## src/rtl/utf8_stream_decoder_macros.svh

```systemverilog
// Assertion macros for the UTF-8 stream decoder.
`ifndef UTF8_STREAM_DECODER_MACROS_SVH
`define UTF8_STREAM_DECODER_MACROS_SVH
`ifndef SYNTH
// Clocked check, disabled while reset is applied.
`define U8SD_ASSERT(lbl, prop, msg) \
	lbl: assert property (@(posedge clk) disable iff (!arst_n) prop) else $error(msg);
// Clocked check that also holds during reset.
`define U8SD_ASSERT_ALWAYS(lbl, prop, msg) \
	lbl: assert property (@(posedge clk) prop) else $error(msg);
`else
`define U8SD_ASSERT(lbl, prop, msg)
`define U8SD_ASSERT_ALWAYS(lbl, prop, msg)
`endif
`endif

```

## src/rtl/u8sd_pkg.sv

```systemverilog
// Types and constants shared by the UTF-8 stream decoder.
package u8sd_pkg;

	localparam int unsigned BYTE_W = 8;
	localparam int unsigned CP_W   = 21;
	localparam int unsigned CNT_W  = 16;
	localparam int unsigned ST_W   = 2;

	typedef enum logic [2:0] {
		CLS_ASCII,
		CLS_CONT,
		CLS_LEAD2,
		CLS_LEAD3,
		CLS_LEAD4,
		CLS_BAD
	} byte_cls_t;

	typedef enum logic [ST_W-1:0] {
		ST_OK         = 2'd0,
		ST_INCOMPLETE = 2'd1,
		ST_MALFORMED  = 2'd2
	} status_t;

	typedef struct packed {
		byte_cls_t         cls;
		logic [BYTE_W-1:0] data;
		logic              last;
	} q_entry_t;

endpackage

```

## src/rtl/u8sd_ifs.sv

```systemverilog
// Valid/ready channel interfaces for byte input and character output.
interface byte_if import u8sd_pkg::*; ();
	logic              valid;
	logic              ready;
	logic [BYTE_W-1:0] data_byte;
	logic              last_byte;

	modport source (output valid, output data_byte, output last_byte, input ready);
	modport sink (input valid, input data_byte, input last_byte, output ready);
endinterface

interface char_if import u8sd_pkg::*; ();
	logic             valid;
	logic             ready;
	logic [CP_W-1:0]  code_point;
	logic             char_valid;
	logic             done_res;
	logic [CNT_W-1:0] char_count;
	logic [ST_W-1:0]  status;

	modport source (output valid, output code_point, output char_valid, output done_res,
		output char_count, output status, input ready);
	modport sink (input valid, input code_point, input char_valid, input done_res,
		input char_count, input status, output ready);
endinterface

```

## src/rtl/u8sd_front.sv

```systemverilog
// Front end: accept bytes and classify them before queuing.
module u8sd_front import u8sd_pkg::*; (
	byte_if.sink      byte_in,
	input  logic      full,
	output logic      push,
	output q_entry_t  push_data
);

	byte_cls_t cls;

	always_comb begin
		if (!byte_in.data_byte[7]) begin
			cls = CLS_ASCII;
		end else if (byte_in.data_byte[6] == 1'b0) begin
			cls = CLS_CONT;
		end else if (byte_in.data_byte[5] == 1'b0) begin
			cls = CLS_LEAD2;
		end else if (byte_in.data_byte[4] == 1'b0) begin
			cls = CLS_LEAD3;
		end else if (byte_in.data_byte[3] == 1'b0) begin
			cls = CLS_LEAD4;
		end else begin
			cls = CLS_BAD;
		end
	end

	assign byte_in.ready  = !full;
	assign push           = byte_in.valid && !full;
	assign push_data.cls  = cls;
	assign push_data.data = byte_in.data_byte;
	assign push_data.last = byte_in.last_byte;

endmodule

```

## src/rtl/u8sd_fifo.sv

```systemverilog
// Short queue of classified bytes between front and back end.
module u8sd_fifo import u8sd_pkg::*; #(
	parameter int unsigned DEPTH = 4
) (
	input  logic     clk,
	input  logic     arst_n,
	input  logic     push,
	input  q_entry_t push_data,
	output logic     full,
	input  logic     pop,
	output q_entry_t head,
	output logic     empty
);

	localparam int unsigned AW = (DEPTH > 1) ? $clog2(DEPTH) : 1;
	localparam int unsigned CW = $clog2(DEPTH + 1);
	localparam logic [AW-1:0] LAST_PTR = AW'(DEPTH - 1);
	localparam logic [CW-1:0] FULL_CNT = CW'(DEPTH);

	q_entry_t        mem_q [DEPTH];
	logic [AW-1:0]   wr_ptr_q;
	logic [AW-1:0]   rd_ptr_q;
	logic [CW-1:0]   count_q;

	assign full  = (count_q == FULL_CNT);
	assign empty = (count_q == '0);
	assign head  = mem_q[rd_ptr_q];

	always_ff @(posedge clk) begin
		if (push) begin
			mem_q[wr_ptr_q] <= push_data;
		end
	end

	always_ff @(posedge clk or negedge arst_n) begin
		if (!arst_n) begin
			wr_ptr_q <= '0;
			rd_ptr_q <= '0;
			count_q  <= '0;
		end else begin
			if (push) begin
				wr_ptr_q <= (wr_ptr_q == LAST_PTR) ? '0 : wr_ptr_q + 1'b1;
			end
			if (pop) begin
				rd_ptr_q <= (rd_ptr_q == LAST_PTR) ? '0 : rd_ptr_q + 1'b1;
			end
			if (push && !pop) begin
				count_q <= count_q + 1'b1;
			end else if (pop && !push) begin
				count_q <= count_q - 1'b1;
			end
		end
	end

endmodule

```

## src/rtl/u8sd_back.sv

```systemverilog
// Back end: decode state, character assembly and the output register.
module u8sd_back import u8sd_pkg::*; (
	input  logic             clk,
	input  logic             arst_n,
	input  logic [CNT_W-1:0] max_chars,
	input  q_entry_t         head,
	input  logic             empty,
	output logic             pop,
	char_if.source           char_out
);

	logic [CP_W-1:0]  pv_q, pv_n;
	logic [1:0]       due_q, due_n;
	logic             bad_q, bad_n;
	logic             halted_q, halt_n;
	logic [CNT_W-1:0] count_q, cnt_n;
	logic             got;
	logic [CP_W-1:0]  cp;
	status_t          st;
	logic             emit;

	logic             out_valid_q;
	logic [CP_W-1:0]  cp_q;
	logic             char_valid_q;
	logic             done_q;
	logic [CNT_W-1:0] cnt_out_q;
	status_t          st_q;

	assign pop = !empty && (!out_valid_q || char_out.ready);

	always_comb begin
		pv_n   = pv_q;
		due_n  = due_q;
		bad_n  = bad_q;
		halt_n = halted_q;
		cnt_n  = count_q;
		got    = 1'b0;
		cp     = '0;
		st     = ST_OK;
		if (!halted_q && count_q < max_chars) begin
			if (due_q == 2'd0) begin
				case (head.cls)
					CLS_ASCII: begin
						cp  = CP_W'(head.data[6:0]);
						got = 1'b1;
					end
					CLS_CONT: begin
						// skip stray continuation
					end
					CLS_LEAD2: begin
						pv_n  = CP_W'(head.data[4:0]);
						due_n = 2'd1;
						bad_n = 1'b0;
					end
					CLS_LEAD3: begin
						pv_n  = CP_W'(head.data[3:0]);
						due_n = 2'd2;
						bad_n = 1'b0;
					end
					CLS_LEAD4: begin
						pv_n  = CP_W'(head.data[2:0]);
						due_n = 2'd3;
						bad_n = 1'b0;
					end
					default: begin
						halt_n = 1'b1;
						due_n  = 2'd0;
						bad_n  = 1'b0;
					end
				endcase
			end else begin
				bad_n = bad_q | (head.cls != CLS_CONT);
				pv_n  = {pv_q[CP_W-7:0], head.data[5:0]};
				due_n = due_q - 2'd1;
				if (due_n == 2'd0) begin
					if (bad_n) begin
						halt_n = 1'b1;
						bad_n  = 1'b0;
					end else begin
						cp  = pv_n;
						got = 1'b1;
					end
					pv_n = '0;
				end
			end
			if (got) begin
				cnt_n = count_q + 1'b1;
			end
		end
		if (head.last) begin
			if (halt_n) begin
				st = ST_MALFORMED;
			end else if (cnt_n >= max_chars) begin
				st = ST_OK;
			end else if (due_n != 2'd0) begin
				st = ST_INCOMPLETE;
			end else begin
				st = ST_OK;
			end
		end
		emit = got || head.last;
	end

	always_ff @(posedge clk or negedge arst_n) begin
		if (!arst_n) begin
			pv_q        <= '0;
			due_q       <= '0;
			bad_q       <= 1'b0;
			halted_q    <= 1'b0;
			count_q     <= '0;
			out_valid_q <= 1'b0;
		end else begin
			if (pop) begin
				if (head.last) begin
					pv_q     <= '0;
					due_q    <= '0;
					bad_q    <= 1'b0;
					halted_q <= 1'b0;
					count_q  <= '0;
				end else begin
					pv_q     <= pv_n;
					due_q    <= due_n;
					bad_q    <= bad_n;
					halted_q <= halt_n;
					count_q  <= cnt_n;
				end
			end
			if (pop && emit) begin
				out_valid_q <= 1'b1;
			end else if (char_out.ready) begin
				out_valid_q <= 1'b0;
			end
		end
	end

	always_ff @(posedge clk) begin
		if (pop && emit) begin
			cp_q         <= cp;
			char_valid_q <= got;
			done_q       <= head.last;
			cnt_out_q    <= cnt_n;
			st_q         <= st;
		end
	end

	assign char_out.valid      = out_valid_q;
	assign char_out.code_point = cp_q;
	assign char_out.char_valid = char_valid_q;
	assign char_out.done_res   = done_q;
	assign char_out.char_count = cnt_out_q;
	assign char_out.status     = st_q;

endmodule

```

## src/rtl/utf8_stream_decoder.sv

```systemverilog
// Bytes are queued, decoded at the queue head, and each result is held in the output register.
// Throughput: one byte per cycle, sustained while the result side takes one item per cycle.
// The byte queue (QUEUE_DEPTH entries) lets the input keep flowing during short output stalls.
// Reset (arst_n low, asynchronous): queue empty, decode state cleared, no result pending,
// max_chars back to 65535.
module utf8_stream_decoder import u8sd_pkg::*; #(
	parameter int unsigned QUEUE_DEPTH = 4
) (
	input  logic             clk,
	input  logic             arst_n,
	byte_if.sink             byte_in,
	char_if.source           char_out,
	input  logic             cfg_we,
	input  logic [CNT_W-1:0] cfg_wdata
);

`include "utf8_stream_decoder_macros.svh"

	// Character limit per buffer; the user must write it only while the block is idle (not enforced).
	logic [CNT_W-1:0] max_chars_q;

	logic     push;
	q_entry_t push_data;
	logic     full;
	logic     pop;
	q_entry_t head;
	logic     empty;

	always_ff @(posedge clk or negedge arst_n) begin
		if (!arst_n) begin
			max_chars_q <= '1;
		end else if (cfg_we) begin
			max_chars_q <= cfg_wdata;
		end
	end

	// Classify each byte as it arrives: ASCII, continuation, lead of 2/3/4, or invalid lead.
	u8sd_front u_front (
		.byte_in   (byte_in),
		.full      (full),
		.push      (push),
		.push_data (push_data)
	);

	// Decouple byte intake from decoding so each side can stall on its own.
	u8sd_fifo #(
		.DEPTH (QUEUE_DEPTH)
	) u_fifo (
		.clk       (clk),
		.arst_n    (arst_n),
		.push      (push),
		.push_data (push_data),
		.full      (full),
		.pop       (pop),
		.head      (head),
		.empty     (empty)
	);

	// Assemble code points, track limit and errors, and hold the result in a register.
	u8sd_back u_back (
		.clk       (clk),
		.arst_n    (arst_n),
		.max_chars (max_chars_q),
		.head      (head),
		.empty     (empty),
		.pop       (pop),
		.char_out  (char_out)
	);

	// Every result carries a character, ends the buffer, or both.
	`U8SD_ASSERT(a_result_has_purpose,
		char_out.valid |-> (char_out.char_valid || char_out.done_res),
		"result with neither character nor end of buffer")
	// Status is reported only on the result that ends the buffer.
	`U8SD_ASSERT(a_status_on_done,
		(char_out.valid && !char_out.done_res) |-> (char_out.status == ST_OK),
		"status set on a result that does not end the buffer")
	// A result carrying a character has counted it.
	`U8SD_ASSERT(a_char_counted,
		(char_out.valid && char_out.char_valid) |-> (char_out.char_count != '0),
		"character emitted with zero count")
	// Nothing is shown right after reset.
	`U8SD_ASSERT_ALWAYS(a_reset_idle,
		!arst_n |=> !char_out.valid,
		"result pending after reset")

endmodule
```

## src/flat_wrapper.sv

```systemverilog
// flat-port wrapper written by rule: the top's interface ports become plain ports
module utf8_stream_decoder_flat import u8sd_pkg::*;
#(
	parameter int unsigned QUEUE_DEPTH = 4
)
  (clk, arst_n, cfg_we, cfg_wdata, byte_in_valid, byte_in_data_byte, byte_in_last_byte, byte_in_ready, char_out_valid, char_out_code_point, char_out_char_valid, char_out_done_res, char_out_char_count, char_out_status, char_out_ready);
  byte_if byte_in_i ();
  char_if char_out_i ();
  input  logic clk;
  input  logic arst_n;
  input  logic cfg_we;
  input  logic [CNT_W-1:0] cfg_wdata;
  input wire logic [$bits(byte_in_i.valid)-1:0] byte_in_valid;
  input wire logic [$bits(byte_in_i.data_byte)-1:0] byte_in_data_byte;
  input wire logic [$bits(byte_in_i.last_byte)-1:0] byte_in_last_byte;
  output wire logic [$bits(byte_in_i.ready)-1:0] byte_in_ready;
  output wire logic [$bits(char_out_i.valid)-1:0] char_out_valid;
  output wire logic [$bits(char_out_i.code_point)-1:0] char_out_code_point;
  output wire logic [$bits(char_out_i.char_valid)-1:0] char_out_char_valid;
  output wire logic [$bits(char_out_i.done_res)-1:0] char_out_done_res;
  output wire logic [$bits(char_out_i.char_count)-1:0] char_out_char_count;
  output wire logic [$bits(char_out_i.status)-1:0] char_out_status;
  input wire logic [$bits(char_out_i.ready)-1:0] char_out_ready;
  assign byte_in_i.valid = byte_in_valid;
  assign byte_in_i.data_byte = byte_in_data_byte;
  assign byte_in_i.last_byte = byte_in_last_byte;
  assign byte_in_ready = byte_in_i.ready;
  assign char_out_valid = char_out_i.valid;
  assign char_out_code_point = char_out_i.code_point;
  assign char_out_char_valid = char_out_i.char_valid;
  assign char_out_done_res = char_out_i.done_res;
  assign char_out_char_count = char_out_i.char_count;
  assign char_out_status = char_out_i.status;
  assign char_out_i.ready = char_out_ready;
  utf8_stream_decoder #(.QUEUE_DEPTH(QUEUE_DEPTH)) u_core (.clk(clk), .arst_n(arst_n), .byte_in(byte_in_i), .char_out(char_out_i), .cfg_we(cfg_we), .cfg_wdata(cfg_wdata));
endmodule
```

## config.mk

```make
export PLATFORM = sky130hd
export DESIGN_NAME = utf8_stream_decoder_flat
export DESIGN_NICKNAME = d
export VERILOG_FILES = /design/src/rtl/u8sd_pkg.sv /design/src/rtl/u8sd_ifs.sv /design/src/rtl/u8sd_front.sv /design/src/rtl/u8sd_fifo.sv /design/src/rtl/u8sd_back.sv /design/src/rtl/utf8_stream_decoder.sv /design/src/flat_wrapper.sv
export VERILOG_INCLUDE_DIRS = /design/src /design/src/rtl
export SDC_FILE = /design/constraint.sdc
export NUM_CORES = 1
export LEC_CHECK = 0
export ABC_CLOCK_PERIOD_IN_PS = 9420
export BUFFER_PORTS_ARGS = -buffer_cell sky130_fd_sc_hd__buf_2
export CAP_MARGIN = 20
export CORE_AREA = 2 2 157 159
export CTS_BUF_LIST = sky130_fd_sc_hd__clkbuf_4 sky130_fd_sc_hd__clkbuf_8
export CTS_CLUSTER_SIZE = 20
export DETAILED_ROUTE_END_ITERATION = 8
export DIE_AREA = 0 0 159 161
export PLACE_DENSITY_LB_ADDON = 0.12
export REMOVE_ABC_BUFFERS = 1
export SYNTH_ARGS = -nofsm -noshare
export SYNTH_HDL_FRONTEND = slang
export SYNTH_SLANG_ARGS = --single-unit
export TNS_END_PERCENT = 1
```

## constraint.sdc

```tcl
create_clock -name clk -period 9.42 [get_ports clk]
set_input_delay 1.413 -clock clk [delete_from_list [all_inputs] [get_ports clk]]
set_output_delay 1.413 -clock clk [all_outputs]
set_load 0.02 [all_outputs]
```

# After elaboration in Yosys (flattened, before gate mapping)
# Memories as Yosys holds them, arrays and structs flattened.
# Cells that the tools add are included.
# Widths: inputs -> output; s select.
[word_totals]
mem_count = 1
reg_bits = 100
in_bits = 30
mem_bits_rw = 48
wordCells = 113
output_inout_bits = 43
[classes]
n_addsub = 6
n_bitwise = 2
n_mux = 49
n_eq_ne = 10
n_lt_le_gt_ge = 2
n_reduce_logical = 27
[mem_list]
columns = ["memory", "depth", "word_bits", "read_ports", "rd_clocked_by_memory_dff", "write_ports", "line", "text"]
rows = [
  ["u_core.u_fifo.mem_q", 4, 12, 1, 0, 1, "u8sd_fifo.sv:20", "q_entry_t mem_q [DEPTH];"],
]
[ops]
columns = ["op", "n"]
rows = [
  ["$mux 21", 3],
  ["$mux 15", 4],
  ["$mux 16", 3],
  ["$pmux 15 s3", 1],
  ["$mux 1", 24],
  ["$mux 3", 6],
  ["$add 16x1->16 const B", 1],
  ["$ge 16x16->1", 1],
  ["$lt 16x16->1", 1],
  ["$mux 2", 6],
  ["$pmux 2 s4", 1],
  ["$reduce_bool 2->1", 4],
  ["$mux 7", 1],
  ["$eq 3x2->1 const B", 2],
  ["$eq 3x3->1 const B", 2],
  ["$logic_and 1x1->1", 6],
  ["$logic_not 1->1", 6],
  ["$logic_not 3->1", 2],
  ["$reduce_and 3->1", 2],
  ["$ne 5x2->1 const B", 1],
  ["$reduce_or 5->1", 1],
  ["$add 2x1->2 const B", 2],
  ["$eq 2x2->1 const B", 2],
  ["$logic_not 2->1", 2],
  ["other kinds (11)", 12],
]

# Depth between registers and ports, before layout
# Gate-level depths: netlist of the first run.
# An unclocked memory read counts as a cell.
[depth]
ltp_word = 12
ltp_mapped = 17
mapped_depth_nobuf = 16

# Cells and area by module
# A second synthesis of the first run with hierarchy kept.
[unflattened]
cells_unflattened = 552
area_unflattened_um2 = 7415.9
[by_module_without_submodules]
columns = ["module", "seq_area_each_um2", "area_per_inst_um2", "n_inst", "cells_each"]
rows = [
  ["u8sd_back", 2132.0, 4458.0, 1, 400],
  ["u8sd_fifo", 1616.6, 2175.8, 1, 100],
  ["utf8_stream_decoder", 420.4, 669.4, 1, 34],
  ["u8sd_front", 0.0, 112.6, 1, 18],
]

# Least setup slack after synthesis of the first run
# OpenSTA, ideal clock, no wires.
[synth_timing]
path_kind = "input port to flip-flop"
start = "input port char_out_ready"
end = "register u_core.u_fifo.count_q[2]"
t_required_ns = 9.341
n_path_buf = 3
arrival_time_ns = 3.516
setup_slack_ns = 5.825
setup_ns = 0.079
stages = 12
cell_sequence = "nand2b_1 o31a_1 clkbuf_1 inv_1 clkbuf_1 buf_1 ha_1 inv_1 fa_1 xor2_1 nor2_1 xor2_1"
[synth_between]
elab_chain_cells = 5
elab_cells_between_ends = 7
classes_between = "1 x mux; 6 x reduce/logical"
[synth_lines]
columns = ["item", "line", "text"]
rows = [
  ["start: declaration", "flat_wrapper.sv:23", "input wire logic [$bits(char_out_i.ready)-1:0] char_out_ready;"],
  ["$logic_or 1x1->1 *", "u8sd_back.sv:29", "assign pop = !empty && (!out_valid_q || char_out.ready);"],
  ["$logic_and 1x1->1 *", "u8sd_back.sv:29", ""],
  ["$logic_not 1->1", "u8sd_fifo.sv:47", "if (push && !pop) begin"],
  ["$logic_and 1x1->1", "u8sd_fifo.sv:47", ""],
  ["$mux 3 / $reduce_bool 2->1 (equally long branches)", "--", ""],
  ["end signal: assignment", "u8sd_fifo.sv:48", "count_q <= count_q + 1'b1;"],
  ["end signal: assignment", "u8sd_fifo.sv:50", "count_q <= count_q - 1'b1;"],
  ["end: declaration", "u8sd_fifo.sv:23", "logic [CW-1:0] count_q;"],
]
# Mark *: on every way between the ends. The rest lies on a longest branch, timed or not.
# A chain may end at the register's enable or synchronous reset.

# Worst setup path after layout of the first run
[layout_timing]
start = "register u_core.u_fifo.rd_ptr_q[0]"
end = "register u_core.u_back.st_q[0] (netlist: u_core.u_back.char_out.status[0]) (data pin)"
[layout_between]
elab_chain_cells = 11
elab_cells_between_ends = 30
classes_between = "1 x order compare; 5 x eq/ne; 16 x mux; 2 x bitwise; 5 x reduce/logical; 1 x memory"
[layout_lines]
columns = ["item", "line", "text"]
rows = [
  ["start: declaration", "u8sd_fifo.sv:22", "logic [AW-1:0] rd_ptr_q;"],
  ["start signal: assignment", "u8sd_fifo.sv:45", "rd_ptr_q <= (rd_ptr_q == LAST_PTR) ? '0 : rd_ptr_q + 1'b1;"],
  ["$mem_v2 4x12 *", "--", ""],
  ["$ne 3x1->1", "u8sd_back.sv:72", "bad_n = bad_q | (head.cls != CLS_CONT);"],
  ["$or 1x1->1", "u8sd_back.sv:72", ""],
  ["$mux 1", "u8sd_back.sv:76", "if (bad_n) begin"],
  ["$mux 1", "u8sd_back.sv:75", "if (due_n == 2'd0) begin"],
  ["$mux 1 *", "u8sd_back.sv:41", "if (due_q == 2'd0) begin"],
  ["$mux 1 *", "u8sd_back.sv:40", "if (!halted_q && count_q < max_chars) begin"],
  ["$mux 16 *", "u8sd_back.sv:86", "if (got) begin"],
  ["$mux 16 *", "u8sd_back.sv:40", ""],
  ["via u_core.u_back.cnt_n[2]", "u8sd_back.sv:16", "logic [CNT_W-1:0] count_q, cnt_n;"],
  ["$ge 16x16->1 *", "u8sd_back.sv:93", "end else if (cnt_n >= max_chars) begin"],
  ["$reduce_or 3->1 (no line) *", "--", ""],
  ["end signal: assignment", "u8sd_back.sv:142", "st_q <= st;"],
  ["end: declaration", "u8sd_back.sv:27", "status_t st_q;"],
]
# The timed path passes the listed nets; every way through them passes the cells marked *. The select of a mux whose other input is x is not followed.

==> metrics.yaml, run 1 <==
ir_drop_mv: 0.117
drt_iter0_drc: 231
grt_pass1_vias: 5001
synth_warnings: 0
avgSynthCellArea_sq_um: 11.9
finalMaxSlewViolations: 0
syn-cell-area_sq_um: 7070
critPathSlowestCell: "dfrtp_1"
timing.rr.end: "u_core.u_back.char_out.status[0]"
worst-r2r-setup-slack_ns: 4.45
ys_types: 61
min_path_cells: 1
leakagePower_nw: 3.33
area_growth_pct: 15.3
maxCapViolations: 0
root_buffer: "clkbuf_8"
power.density_nw_per_um2: 331
start_kind: "flop"
required_ns: 9.65
cpLargestDelayFamily: "multiplexers"
final_cell_mix: "edfxtp_1, buf_2, nand2_1, dfrtp_1, inv_1"
final_common_cell: "edfxtp_1"
nNetsFinal: 732
path_class: "flop to flop"
worst_pin_slew_ns: 0.908
cts_max_path_buffers: 2
first_pass_iters: 5
cts_tree: "built"
numCtsBuffers: 17
path_cells: "mux4_2 > mux2_4 > nor2_4 > nand4_1 > inv_1 > nand2_1 > xnor2_1 > ha_1 > o21ai_0 > a21oi_1 > o31ai_1 > a311o_1 > nand4_1 > a2111oi_0"
yosysSeqAreaShare_pct: 57.3
crit_cells: 14
ctsResizeCount: 0
max_slew_margin_pct: 39.3
min_period_over_period_pct: 52.8
drive_gt1_share_pct: 20.9
grt_antenna_before_repair: 0
reg2reg_depth: 14
start_util_pct: 29.5
cp_max_fo: 15
diodes: 0
globalplace.congestion: 0.792
total_power_mw: 2.69
path_clk_slew_ns: 0.09
grtUsageTotal_pct: 13.7
ys_seq_elements: 144
startpoint: "u_core.u_fifo.rd_ptr_q[0]"
critPathBufInv: 1
io_buffers: 72
overflow: 0
setup_viol: 0
clock.fmax_ghz: 0.201
finClkSkew_ns: 0.0129
dp_hpwl_um: 12000
cp-endpoint: "u_core.u_back.char_out.status[0]"
max_stage_delay_ns: 0.88
hold_viol: 0
rows: 57
ctsHtreeMaxLevel: 4
die_area_sq_um: 25600
wl_per_cell_um: 17.1
hp-class: "flop to flop"
crit_top_cell: "nand4_1"
postRouteAntennaNets: 0
cts_setup_buffers: 0
synth-edff-count: 85
rsz0062_at_grt: "false"
synthCells: 596
clock_latency_ns: 0.45
critPathArrivalTime_ns: 5.20
end_kind: "flop"
wirelength_um: 17100
drcViolationCount: 0
pin_count: 73
postCtsHoldBufs: 0
status: "completed"
regToRegStartpoint: "u_core.u_fifo.rd_ptr_q[0]"
die_h_um: 161
ys_async_sr_fraction_pct: 41.0
synth_ff_type: "edfxtp_1"
grt_pass1_wl_um: 27200
num_vias: 4805
core_area_sq_um: 24000
period_minus_slack_ns: 4.97
cts.sinks: 144
grt_max_degree: 60
via_per_inst: 4.81
die_w_um: 159
finalSetupTns_ns: 0
through the flow:
step                      cell area (sq um)  hold slack, ns  util [%]  std cells  worst slack, ns
after floorplan                        6940           0.464         -        569             5.42
after global placement                 7730           0.480      32.3        968             4.59
after detailed placement               7730           0.499      32.3        968             4.44
after CTS                              8150           0.512      34.0       1000             4.39
after global routing                   8150           0.541      34.0       1000             3.88
final                                  8150           0.507      34.0       1000             4.45
final cells by class:
class / instances / area [sq um]
clock buffers: 18 / 241
clock inverters: 14 / 179
fillers: 2451 / 15800
inverters: 43 / 161
multi-input cells: 382 / 2730
flip-flops and latches: 144 / 4050
well taps: 324 / 405
repair buffers: 75 / 383
flip-flops by register name, indices dropped and copies added, names as in the netlist:
name                               flops
u_core.u_fifo.rd_ptr_q                 2
u_core.u_back.char_out.done_res        1
u_core.u_back.pv_q                    15
u_core.u_back.char_out.valid           1
u_core.u_fifo.mem_q                   44
u_core.max_chars_q                    16
u_core.u_fifo.wr_ptr_q                 2
u_core.u_back.char_out.status          2
u_core.u_back.bad_q                    1
u_core.u_back.count_q                 16
u_core.u_back.due_q                    2
u_core.u_back.char_out.char_count     16
u_core.u_back.char_out.char_valid      1
u_core.u_back.char_out.code_point     21
u_core.u_back.halted_q                 1
u_core.u_fifo.count_q                  3
power by group:
group,internal [mW],switching [mW]
clock,0.270,0.255
sequential,0.924,0.154
combinational,0.378,0.715
total,1.57,1.12
cells in the mapped netlist, types with 4 or more instances:
cell type  count  share of area, %
and2_1         7              0.62
buf_2          4              0.28
o21ai_0       28               2.0
nand3_1       24               1.7
mux4_2        10               3.2
and3_1         4              0.35
mux2i_1       19               2.7
dfstp_2       16               5.9
nand4_1        8              0.71
edfxtp_1      85                36
clkbuf_1      18              0.96
ha_1          38               6.7
nor2_1        30               1.6
a21o_1         4              0.42
or4_1         12               1.3
nand2b_1       8              0.71
inv_1         42               2.2
o211ai_1      16               1.7
nor4_1        19               1.7
xor2_1        14               1.7
nand2_1       71               3.8
a21oi_1       13              0.92
xnor2_1        6              0.74
nor3_1         7              0.50
dfrtp_1       43                15
metal layers:
metal	GRT usage [%]	share of wire, %	vias to the layer above
li1	-	-	2322
met1	17.3	45	2369
met2	23.6	50	99
met3	3.29	4.1	15
met4	3.88	1.2	0
met5	0	0	-
worst min-delay path by stage:
stage	start	to	slack [ns]
2_1_floorplan	u_core.u_fifo.count_q[2]	u_core.u_fifo.count_q[2]	0.46
3_3_place_gp	u_core.u_fifo.count_q[2]	u_core.u_fifo.count_q[2]	0.48
3_5_place_dp	u_core.u_fifo.count_q[2]	u_core.u_fifo.count_q[2]	0.50
4_1_cts	u_core.u_fifo.count_q[2]	u_core.u_fifo.count_q[2]	0.51
5_1_grt	u_core.u_fifo.count_q[2]	u_core.u_fifo.count_q[2]	0.54
6_report	u_core.u_fifo.count_q[2]	u_core.u_fifo.count_q[2]	0.51
kinds of logic after synthesis:
kind of cell / Yosys count / share of synthesized area (%)
and+or+nand+nor: 207 / 14.8
DFF: 144 / 57.3
AOI/OAI and AO/OA: 83 / 7.82
buffers and inverters: 70 / 4.05
adders and majority gates: 39 / 7.01
muxes: 33 / 6.57
xor gates and xnor gates: 20 / 2.48
Note: power is estimated with default switching activity, not from simulation.
==> run 2, diff against run 1 <==
--- a/config.mk
+++ b/config.mk
@@ -6,7 +6,7 @@
 export SDC_FILE = /design/constraint.sdc
 export NUM_CORES = 1
 export LEC_CHECK = 0
-export ABC_CLOCK_PERIOD_IN_PS = 9420
+export ABC_CLOCK_PERIOD_IN_PS = 4500
 export BUFFER_PORTS_ARGS = -buffer_cell sky130_fd_sc_hd__buf_2
 export CAP_MARGIN = 20
 export CORE_AREA = 2 2 157 159
==> constraint.sdc (replaced) <==
create_clock -name clk -period 4.5 [get_ports clk]
set_input_delay 0.675 -clock clk [delete_from_list [all_inputs] [get_ports clk]]
set_output_delay 0.675 -clock clk [all_outputs]
set_load 0.02 [all_outputs]
==> run 2 against run 1 <==
  * Register-to-register slack worse by 4.0 ns
  * Sequential share of layout area decreased by 0.39 points
  * Combinational power increased by 120%
==> metrics.yaml, run 2 (synthesis gave the netlist of run 1 again) <==
power_switching_mw: 2.42  # +120%
dp_hpwl_um: 12100  # +0.60%
via_per_inst: 4.75  # -1.1%
fillerInstances: 2436  # -0.61%
maxCapViolations: 0  # unchanged
cts_tree: "built"
final_common_cell: "edfxtp_1"
ir_drop_mv: 0.263  # +120%
wirelength_um: 17000  # -0.63%
rows: 57  # unchanged
drcViolationCount: 0  # unchanged
worst_pin_slew_ns: 0.825  # -0.0830 ns
dp_cells: 975  # +0.72%
regMostFlops: "u_core.u_fifo.mem_q"
critPathArrivalTime_ns: 4.27  # -0.93 ns
clock_power_share_pct: 18.5  # -1.0 points
setup_viol: 0  # unchanged
critPathSlowestCell: "dfstp_2"
cp_max_fo: 21  # +6
finalMaxSlewViolations: 0  # unchanged
pin_count: 73  # unchanged
leakagePower_nw: 3.36  # +0.88%
core_area_sq_um: 24000  # unchanged
finalSetupTns_ns: 0  # unchanged
nNetsFinal: 740  # +1.1%
min_period_over_period_pct: 89.8  # +37 points
cts_max_path_buffers: 2  # unchanged
io_buffers: 72  # unchanged
diodes: 0  # unchanged
drive_gt1_share_pct: 22.2  # +1.4 points
worst-r2r-setup-slack_ns: 0.46  # -3.99 ns
status: "completed"
wl_per_cell_um: 16.8  # -1.4%
final_cell_mix: "edfxtp_1, buf_2, nand2_1, dfrtp_1, inv_1"
path_clk_slew_ns: 0.10  # about the same
overflow: 0  # unchanged
path_cells: "inv_1 > ha_1 > a2111o_1 > a311oi_2 > nand4_4 > nor2_1 > xor2_1 > ha_1 > a21o_1 > a211oi_1 > a311o_1 > nand4_1 > a2111oi_0"
grt_pass1_wl_um: 27300  # +0.63%
critPathBufInv: 1  # unchanged
drt_iter0_drc: 214  # -7.4%
grt_pass1_vias: 4950  # -1.0%
area_growth_pct: 16.3
seq_power_share_pct: 39.0  # -1.0 points
crit_top_cell: "ha_1"
power.density_nw_per_um2: 688  # +110%
fin_cells: 1008  # +0.80%
grt_antenna_before_repair: 0  # unchanged
root_buffer: "clkbuf_8"
max_slew_margin_pct: 44.9  # +5.6 points
max_stage_delay_ns: 0.53  # -0.35 ns
grtUsageTotal_pct: 13.7  # +0.035 points
clock_latency_ns: 0.45  # about the same
cpLargestDelayFamily: "compound AO/OA/AOI/OAI gates"
clock.fmax_ghz: 0.247  # +23%
hold_viol: 0  # unchanged
period_minus_slack_ns: 4.04  # -0.928 ns
timing.rr.end: "u_core.u_back.char_out.status[0]"
globalplace.congestion: 0.794  # +0.24%
ctsHtreeMaxLevel: 4  # unchanged
die_area_sq_um: 25600  # unchanged
swShare_pct: 42.8  # +1.1 points
grt_max_degree: 40  # -33%
cts_setup_buffers: 0  # unchanged
end_kind: "flop"
pwr-share-comb_pct: 42.4  # +1.9 points
required_ns: 4.72  # -4.93 ns
start_util_pct: 29.5  # unchanged
die_w_um: 159  # unchanged
regToRegStartpoint: "u_core.max_chars_q[1]"
numCtsBuffers: 17  # unchanged
largest_reg_flops: 44  # unchanged
crit_cells: 13  # -1
die_h_um: 161  # unchanged
path_class: "flop to flop"
hp-class: "input port to async pin"
postRouteAntennaNets: 0  # unchanged
reg2reg_depth: 13  # -1
start_kind: "flop"
finClkSkew_ns: 0.0159  # +0.00303 ns
cts.sinks: 144  # unchanged
total_power_mw: 5.66  # +110%
first_pass_iters: 4  # -1
num_vias: 4788  # -0.35%
rsz0062_at_grt: "false"
internal_power_mw: 3.24  # +110%
## run 2: changes by cell type in the layout (fill, tap and decap cells not counted), moves of 2 or more
cell | before | now
inv_8 | 1 | 3
bufinv_16 | 3 | 1
inv_6 | 4 | 7
buf_4 | 3 | 10
clkinv_4 | 3 | 1
## run 2: final cells by class
class | instances | area (sq um) | area share, %
sequential | 144 | 4050 | 49.3
clock buffer | 17 | 234 | 2.85
multi-input combinational | 382 | 2750 | 33.4
inverter | 43 | 161 | 1.96
tap | 324 | 405 | 4.93
clock inverter | 15 | 165 | 2.01
timing repair buffer | 83 | 455 | 5.54
## run 2: how the worst max path moves through the flow
stage / startpoint / end / slack, ns
global placement: u_core.u_fifo.rd_ptr_q[0] / u_core.u_back.char_out.status[0] / 0.35
floorplan: u_core.u_fifo.rd_ptr_q[0] / u_core.u_back.char_out.status[0] / 0.50
detailed placement: u_core.u_fifo.rd_ptr_q[0] / u_core.u_back.char_out.status[0] / 0.22
CTS: u_core.u_fifo.rd_ptr_q[0] / u_core.u_back.char_out.status[0] / 0.19
global route: u_core.max_chars_q[11] / u_core.u_back.char_out.status[0] / 0.03
finish: u_core.max_chars_q[1] / u_core.u_back.char_out.status[0] / 0.46
## run 2: what timing repair did
action / CTS / global route
hold buffers: 0 / 0
endpoints found under the setup margin: 0 / 1
resized for setup: 0 / 3
endpoints found under the hold margin: 0 / 0
## run 2: power groups by stage
stage	Combinational [mW]	Clock [mW]	Sequential (mW)
floorplan	1.32	0	2.46
global placement	2.38	0	2.23
detailed placement	2.43	0	2.24
CTS	2.44	1.09	2.21
global route	2.65	1.15	2.27
finish	2.40	1.05	2.21
## run 2: metal layers
layer / routed length, um / track usage (%) / vias up
met5: 0 / 0 / -
met4: 121 / 3.72 / 0
met3: 549 / 3.18 / 7
met2: 8430 / 23.5 / 80
met1: 7890 / 17.6 / 2363
li1: - / - / 2338
## run 2: through the flow
step | util, % | hold WS [ns] | area [sq um] | setup WS, ns
after global routing | 34.3 | 0.297 | 8220 | 0.0312
after CTS | 34.2 | 0.379 | 8180 | 0.192
final | 34.3 | 0.320 | 8220 | 0.459
after global placement | 32.5 | 0.485 | 7780 | 0.352
after floorplan | - | 0.379 | 6940 | 0.501
after detailed placement | 32.5 | 0.509 | 7780 | 0.220
==> run 3, diff against run 2 <==
--- a/config.mk
+++ b/config.mk
@@ -9,6 +9,8 @@
 export ABC_CLOCK_PERIOD_IN_PS = 4500
 export BUFFER_PORTS_ARGS = -buffer_cell sky130_fd_sc_hd__buf_2
 export CAP_MARGIN = 20
+export CELL_PAD_IN_SITES_DETAIL_PLACEMENT = 1
+export CELL_PAD_IN_SITES_GLOBAL_PLACEMENT = 2
 export CORE_AREA = 2 2 157 159
 export CTS_BUF_LIST = sky130_fd_sc_hd__clkbuf_4 sky130_fd_sc_hd__clkbuf_8
 export CTS_CLUSTER_SIZE = 20
@@ -16,6 +18,7 @@
 export DIE_AREA = 0 0 159 161
 export PLACE_DENSITY_LB_ADDON = 0.12
 export REMOVE_ABC_BUFFERS = 1
+export SKIP_CTS_REPAIR_TIMING = 1
 export SYNTH_ARGS = -nofsm -noshare
 export SYNTH_HDL_FRONTEND = slang
 export SYNTH_SLANG_ARGS = --single-unit
==> run 3 against run 2 <==
  * Register-to-register slack barely moved
  * Cell count rose by 0.50%
  * Power rose by 2.1%
  * Largest power group unchanged
  * Highest routed layer unchanged
  * Clock skew rose by 0.0032 ns
  * Sequential cell count did not move
  * Critical path type unchanged
==> metrics.yaml, run 3 (synthesis gave the netlist of run 1 again) <==
status: "completed"
drcViolationCount: 0  # unchanged
leakagePower_nw: 3.39  # +0.88%
crit_top_cell: "ha_1"
clock_latency_ns: 0.45  # about the same
maxCapViolations: 0  # unchanged
critPathArrivalTime_ns: 4.22  # -0.05 ns
io_buffers: 72  # unchanged
ctsHtreeMaxLevel: 4  # unchanged
fin_cells: 1013  # +0.50%
overflow: 0  # unchanged
ir_drop_mv: 0.259  # -1.3%
grt_pass1_vias: 5212  # +5.3%
cp_max_fo: 19  # -9.5%
finalMaxSlewViolations: 0  # unchanged
die_h_um: 161  # unchanged
seqCellArea_sq_um: 4050  # about the same
regMostFlops: "u_core.u_fifo.mem_q"
wirelength_um: 18400  # +8.6%
cts.sinks: 144  # unchanged
first_pass_iters: 4  # unchanged
hold_viol: 0  # unchanged
finalSetupTns_ns: 0  # unchanged
dp_hpwl_um: 13000  # +7.5%
power.density_nw_per_um2: 701  # +1.8%
hp-class: "input port to async pin"
use_met2_pct: 23.8  # +0.30 points
max_stage_delay_ns: 0.52  # about the same
start_kind: "flop"
largest_reg_flops: 44  # unchanged
path_clk_slew_ns: 0.10  # about the same
met3_usage_pct: 3.24  # +0.051 points
numCtsBuffers: 17  # unchanged
placed_area_sq_um: 7840  # +0.74%
wl_per_cell_um: 18.2  # +8.0%
required_ns: 4.67  # -0.05 ns
path_class: "flop to flop"
via_per_inst: 4.80  # +0.98%
pin_count: 73  # unchanged
num_vias: 4859  # +1.5%
grt_antenna_before_repair: 0  # unchanged
busiest_layer: "met2"
die_area_sq_um: 25600  # unchanged
die_w_um: 159  # unchanged
period_minus_slack_ns: 4.05  # +0.0119 ns
clock.fmax_ghz: 0.247  # -0.29%
total_power_mw: 5.78  # +2.1%
final_common_cell: "edfxtp_1"
core_area_sq_um: 24000  # unchanged
dp_cells: 981  # +0.62%
rows: 57  # unchanged
grtUsageTotal_pct: 15.1  # +1.4 points
cts_tree: "built"
max_slew_margin_pct: 38.1  # -6.8 points
postRouteAntennaNets: 0  # unchanged
multi_input_area_sq_um: 2730  # -0.55%
regToRegStartpoint: "u_core.max_chars_q[1]"
path_cells: "inv_1 > ha_1 > a2111o_1 > a311oi_1 > nand4_2 > buf_4 > nor2_1 > xor2_1 > ha_1 > nand3_1 > nor4_1 > o31ai_1 > a311o_1 > nand4_1 > a2111oi_0"
global_route.usage.met1_pct: 21.3  # +3.8 points
drt_iter0_drc: 288  # +35%
grt_max_degree: 35  # -13%
end_kind: "flop"
setup_viol: 0  # unchanged
stdcell_area_sq_um: 8240  # +0.29%
area_growth_pct: 16.6
drive_gt1_share_pct: 22.6  # +0.42 points
cts_max_path_buffers: 2  # unchanged
root_buffer: "clkbuf_8"
rsz0062_at_grt: "false"
critPathSlowestCell: "dfstp_2"
grt_pass1_wl_um: 30000  # +9.7%
finClkSkew_ns: 0.0191  # +0.00316 ns
critPathBufInv: 2  # +1
globalplace.congestion: 0.773  # -2.7%
startpoint: "u_core.max_chars_q[1]"
worst_pin_slew_ns: 0.928  # +0.103 ns
fillerInstances: 2661  # +9.2%
min_period_over_period_pct: 90.1  # +0.26 points
cpLargestDelayFamily: "compound AO/OA/AOI/OAI gates"
nNetsFinal: 745  # +0.68%
final_cell_mix: "edfxtp_1, buf_2, nand2_1, dfrtp_1, inv_1"
diodes: 0  # unchanged
start_util_pct: 29.5  # unchanged
[run 3: changes by cell type in the layout (fill, tap and decap cells not counted), sizes merged]
| cell | previous run | this run |
|---|---|---|
| bufinv | 1 | 2 |
| clkbuf | 17 | 19 |
| buf | 83 | 88 |
| inv | 51 | 48 |
[run 3: through the flow]
step	setup WS, ns	hold slack [ns]	util [%]
4_1_cts	0.393	0.358	34.4
2_1_floorplan	0.501	0.379	-
5_1_grt	0.138	0.372	34.4
3_5_place_dp	0.416	0.496	32.7
6_report	0.447	0.332	34.4
3_3_place_gp	0.485	0.480	32.7
[run 3: worst reg2reg max path: stages (launching register included)]
cell and delay, ns:
dfstp_2 0.52, inv_1 0.06, ha_1 0.27, a2111o_1 0.43, a311oi_1 0.34, nand4_2 0.19
buf_4 0.24, nor2_1 0.15, xor2_1 0.26, ha_1 0.18, nand3_1 0.16, nor4_1 0.34
o31ai_1 0.18, a311o_1 0.31, nand4_1 0.09, a2111oi_0 0.06
[run 3: final timing paths]
path / slack, ns / to / depth (start not counted)
max in group asynchronous: 3.15 / u_core.max_chars_q[11] / 2
hold reg to reg: 0.50 / u_core.u_fifo.count_q[2] / 1
min in group clk: 0.43 / u_core.u_fifo.mem_q[2][1] / 1
hold / removal: 0.33 / u_core.u_fifo.wr_ptr_q[0] / 1
setup / recovery: 0.45 / u_core.u_back.char_out.status[0] / 15
setup reg to reg: 0.45 / u_core.u_back.char_out.status[0] / 15
[run 3: power breakdown]
group	switching, mW	internal [mW]
registers	0.281	1.93
logic	1.61	0.885
clock network	0.550	0.518
[run 3: metal layers]
metal,wire length [um],vias to the layer above
met2,8480,72
li1,-,2340
met5,0,-
met1,9150,2434
met4,192,0
met3,620,13
[run 3: area by class of cell]
class	count	share of cell area, %
Clock buffer	19	3.02
Clock inverter	13	1.85
Inverter	43	1.96
Multi-Input combinational cell	382	33.2
Sequential cell	144	49.1
Tap cell	324	4.92
Timing Repair Buffer	88	5.98
